--- config.mk ---
export PLATFORM = sky130hd
export DESIGN_NAME = tfn_queue
export DESIGN_NICKNAME = d
export VERILOG_FILES = /design/src/rtl/core/tfn_pkg.sv /design/src/rtl/core/tfn_queue.sv
export SDC_FILE = /design/constraint.sdc
export NUM_CORES = 1
export LEC_CHECK = 0
export ABC_CLOCK_PERIOD_IN_PS = 3400
export BUFFER_PORTS_ARGS = -buffer_cell sky130_fd_sc_hd__buf_2
export CAP_MARGIN = 15
export CORE_ASPECT_RATIO = 1.5
export CORE_MARGIN = 2
export CORE_UTILIZATION = 57
export CTS_BUF_LIST = sky130_fd_sc_hd__clkbuf_16
export DETAILED_ROUTE_END_ITERATION = 6
export PLACE_DENSITY = 0.76
export SLEW_MARGIN = 20
export SYNTH_ARGS = -nofsm -noshare
export SYNTH_HDL_FRONTEND = slang
export SYNTH_SLANG_ARGS = --single-unit
export TNS_END_PERCENT = 50
--- constraint.sdc ---
create_clock -name i_clk -period 3.4 [get_ports i_clk]
set_clock_uncertainty 0.05 [all_clocks]
set_input_delay 0.51 -clock i_clk [delete_from_list [all_inputs] [get_ports i_clk]]
set_output_delay 0.51 -clock i_clk [all_outputs]
set_load 0.01 [all_outputs]
--- src/rtl/core/tfn_pkg.sv ---
// ============================================================================
// tfn_pkg
// Shared types and constants for the triangle face normal pipeline.
// ============================================================================
package tfn_pkg;

    // One triangle, three vertices in signed Q8.8.
    typedef struct packed {
        logic signed [15:0] ax;
        logic signed [15:0] ay;
        logic signed [15:0] az;
        logic signed [15:0] bx;
        logic signed [15:0] by_coord;
        logic signed [15:0] bz;
        logic signed [15:0] cx;
        logic signed [15:0] cy;
        logic signed [15:0] cz;
    } t_tri_in;

    // One unit normal in signed Q2.14 with the degenerate flag.
    typedef struct packed {
        logic signed [15:0] nx;
        logic signed [15:0] ny;
        logic signed [15:0] nz;
        logic               degenerate;
    } t_norm_out;

    localparam int EDGE_W  = 17;   // exact edge difference
    localparam int PROD_W  = 34;   // exact edge product
    localparam int CROSS_W = 35;   // exact cross component
    localparam int PTOP_W  = 6;    // index of the top set bit of a cross magnitude
    localparam int NORM_TOP = 23;  // bit to which the largest magnitude is aligned
    localparam int NORM_W  = NORM_TOP + 1;
    localparam int SQ_W    = 2 * NORM_W;
    localparam int SUM_W   = SQ_W + 2;
    localparam int RAD_W   = SUM_W + 12;   // sum of squares times 4096
    localparam int ROOT_STEPS = RAD_W / 2;  // root bits, one per step
    localparam int RES_W   = RAD_W + 1;
    localparam int LEN_W   = ROOT_STEPS;
    localparam int NUM_W   = NORM_W + 21;  // shifted magnitude plus rounding term
    localparam int QUO_W   = 16;
    localparam int DIV_W   = NUM_W + 2;
    localparam int UNIT_MAG = 16384;

    // Cross product as it leaves the front part: components kept signed.
    typedef struct packed {
        logic [2:0][CROSS_W-1:0] cr;
        logic                    degen;
    } t_front_item;

    // Per-item values that travel alongside the root and divide stages.
    typedef struct packed {
        logic [2:0][NORM_W-1:0] w;
        logic [2:0]             sgn;
        logic                   degen;
    } t_side;

    // State of one step of the square root.
    typedef struct packed {
        logic [RAD_W-1:0] v;
        logic [RES_W-1:0] r;
    } t_root;

    // State of one step of the three divisions.
    typedef struct packed {
        logic [2:0][NUM_W-1:0] rem;
        logic [2:0][QUO_W-1:0] q;
    } t_div;

endpackage

--- src/rtl/core/tfn_queue.sv ---
// ============================================================================
// tfn_queue
// Short first-in first-out queue between the front and back parts.
// ============================================================================
module tfn_queue #(
    parameter int P_DEPTH = 4
) (
    input  logic                 i_clk,
    input  logic                 i_rst_n,
    input  logic                 i_push_valid,
    output logic                 o_push_ready,
    input  tfn_pkg::t_front_item i_push_data,
    output logic                 o_pop_valid,
    input  logic                 i_pop_ready,
    output tfn_pkg::t_front_item o_pop_data
);

    localparam int PTR_W = (P_DEPTH > 1) ? $clog2(P_DEPTH) : 1;
    localparam int CNT_W = $clog2(P_DEPTH + 1);

    tfn_pkg::t_front_item r_mem [0:P_DEPTH-1];
    logic [PTR_W-1:0]     r_wr, r_rd;
    logic [CNT_W-1:0]     r_cnt;
    logic                 push, pop;

    assign o_push_ready = (r_cnt != CNT_W'(P_DEPTH));
    assign o_pop_valid  = (r_cnt != '0);
    assign o_pop_data   = r_mem[r_rd];
    assign push = i_push_valid && o_push_ready;
    assign pop  = o_pop_valid && i_pop_ready;

    // Pointers and fill count.
    always_ff @(posedge i_clk) begin
        if (!i_rst_n) begin
            r_wr  <= '0;
            r_rd  <= '0;
            r_cnt <= '0;
        end else begin
            if (push) begin
                r_wr <= (r_wr == PTR_W'(P_DEPTH - 1)) ? '0 : r_wr + 1'b1;
            end
            if (pop) begin
                r_rd <= (r_rd == PTR_W'(P_DEPTH - 1)) ? '0 : r_rd + 1'b1;
            end
            if (push && !pop) begin
                r_cnt <= r_cnt + 1'b1;
            end else if (pop && !push) begin
                r_cnt <= r_cnt - 1'b1;
            end
        end
    end

    // Storage.
    always_ff @(posedge i_clk) begin
        if (push) begin
            r_mem[r_wr] <= i_push_data;
        end
    end

endmodule

==> impl_metrics.ini <==
[worst_setup_path]
critPathTopFamily = buffers and inverters
crit_arrival_ns = 2.38
max_stage_delay_ns = 0.60
required_ns = 2.84
worstPathCellList = buf_4 > mux4_2 > buf_2
cp_num_buf_inv = 2
worst-setup-path-type = flop to output port
cp_max_fo = 25
start_kind = flop
worst_path_max_delay_cell = mux4_2
r2r-start = r_cnt[1]
crit_path_end_kind = output port

[floorplan]
rows = 74
die_x_um = 140
io-pin-count = 218
initial_core_util_pct = 57.9
die_h_um = 208
core-area_um2 = 27200
die_area_um2 = 29000

[global_route]
antenna_found_initial = 12
track_usage_pct = 20.7
grt_pass1_vias = 7893
grt_max_degree = 107
globalRouteOverflowTotal = 0
grt_pass1_wl_um = 45500

[clock_network]
clk_pin_slew_ns = 0.07
post_cts_buffers = 0
cts_buffers = 38
worstSkewPairLatency_ns = 0.52
htree_levels = 2
cts_resized = 0
cts_hold_buf = 0
cts_sinks = 433
tritoncts = done
ctsRootBufferMaster = clkbuf_16
clockBufferDepth = 3

[power_and_ir_drop]
leakage_nw = 6.22
ir_worst_vdd_mv = 0.600
powerDensity_nw_per_um2 = 735

[detailed_routing]
detail-route-antenna-nets = 0
drc = 0
drt_iter0_drc = 442
post_drt_wl_per_cell_um = 24.4
num_vias = 7127
first_pass_iters = 4
via_per_inst = 5.79
wirelength_um = 30000

[flow_run]
max_cap_violations = 0

[logic_synthesis]
netlist_area_um2 = 15800
synth_warnings = 0
netlist_instances = 605
ys_ff_latch = 433
yosysSeqAreaShare_pct = 81.9
avgSynthCellArea_um2 = 26.1
synth_nets = 722
synth_cell_types = 26

[timing]
setup_tns_ns = 0
fmax_mhz = 340
rsz0062_at_grt = false
slew_headroom_pct = 54.0
period_share_pct = 86.5
whs_ns = 0.149
hold_viol = 0
slew_violations = 0
final.min_clock_period_ns = 2.94
tightest_slew_ns = 0.690
setup_viol_count_final = 0

[finish]
fin_nets = 968
layout.filler_cells = 1723
drive_gt1_share_pct = 45.3
final_common_cell = edfxtp_1
syn2layout_area_growth_pct = 17.7
final_cell_mix = edfxtp_1, buf_2, mux4_2, clkbuf_16, inv_1
stdcell_count = 1230

[worst_hold_path]
min_path_type = input port to flop
hp-start = i_push_data[15]

[place]
dpl.hpwl_um = 18300
dp_cells = 1153
gp_congestion = 0.755
io_buffers = 217

[status]
status = finished clean
==> sequential cells by signal, indices dropped and copies added (netlist names), named ones only <==
signal / cells
r_cnt: 3
r_mem: 424
r_wr: 2
r_rd: 2
==> logic make-up after synthesis <==
kind of cell / count (synthesis) / synth area share [%]
DFF: 433 / 81.9
muxes: 108 / 15.3
buffers and inverters: 29 / 1.12
and+or+nand+nor: 20 / 0.746
adders and majority gates: 7 / 0.603
AOI/OAI and AO/OA: 6 / 0.222
xor gates and xnor gates: 2 / 0.111
==> area by class of cell <==
| class | count | area (um2) | share of cell area (%) |
|---|---|---|---|
| sequential | 433 | 12900 | 69.6 |
| multi-input combinational | 143 | 2690 | 14.5 |
| timing repair buffer | 232 | 1270 | 6.87 |
| clock buffer | 41 | 1030 | 5.53 |
| tap | 342 | 428 | 2.31 |
| clock inverter | 27 | 181 | 0.978 |
| antenna | 9 | 22.5 | 0.121 |
| inverter | 3 | 11.3 | 0.0607 |
==> layer usage <==
metal / GRT usage, % / vias to the layer above / wire length (um)
met5: 0 / - / 24
met4: 8.48 / 4 / 754
met3: 4.66 / 53 / 1660
met2: 36.2 / 234 / 16700
met1: 25.1 / 3726 / 10900
li1: - / 3110 / -
==> worst reg2reg max path: stages (launching register included) <==
cell	delay, ns
dfxtp_1	0.36
o31ai_1	0.56
ha_1	0.31
inv_1	0.06
fa_1	0.38
xor2_1	0.18
or3_2	0.42
a21boi_0	0.16
==> stage by stage <==
stage	util, %	instance area, um2	setup WS (ns)	power (mW)
finish	68.1	18600	0.460	13.6
global route	68.1	18500	0.285	14.2
detailed placement	63.6	17300	0.840	9.70
global placement	63.6	17300	0.979	9.60
CTS	68.1	18500	0.369	13.8
floorplan	-	15800	0.911	8.59
==> worst paths after layout <==
path	end	slack, ns	cells past startpoint
worst max-delay path	o_pop_data[92]	0.46	3
worst max register to register	r_cnt[2]	0.86	7
worst min register to register	r_wr[0]	0.47	2
worst min-delay path	r_mem[2][15]	0.15	1
==> power breakdown <==
| group | leakage (nW) | switching, mW | internal, mW |
|---|---|---|---|
| logic | 1.65 | 1.49 | 1.35 |
| registers | 3.96 | 0.220 | 6.47 |
| clock network | 0.611 | 1.77 | 2.33 |
==> synth_stat cells <==
| cell type | instances | area share, % |
|---|---|---|
| and2_1 | 1 | 0.040 |
| fa_1 | 1 | 0.13 |
| and2_4 | 1 | 0.056 |
| mux2i_1 | 2 | 0.13 |
| buf_6 | 7 | 0.50 |
| a21boi_0 | 1 | 0.048 |
| buf_2 | 12 | 0.38 |
| o21ai_1 | 1 | 0.032 |
| xor2_1 | 1 | 0.056 |
| and3_2 | 4 | 0.19 |
| o31ai_1 | 1 | 0.048 |
| dfxtp_1 | 9 | 1.1 |
| nand4_1 | 1 | 0.040 |
| edfxtp_1 | 424 | 81 |
| nor2_1 | 2 | 0.048 |
| mux4_2 | 106 | 15 |
| clkbuf_1 | 7 | 0.17 |
| inv_1 | 3 | 0.071 |
| or3_2 | 2 | 0.095 |
| nand2_1 | 5 | 0.12 |
| nor2b_1 | 1 | 0.040 |
| ha_1 | 6 | 0.48 |
| or3b_1 | 1 | 0.056 |
| xnor2_1 | 1 | 0.056 |
| o21ai_0 | 3 | 0.095 |
| nand3_1 | 2 | 0.064 |
Power figures use the tool's default switching activity.
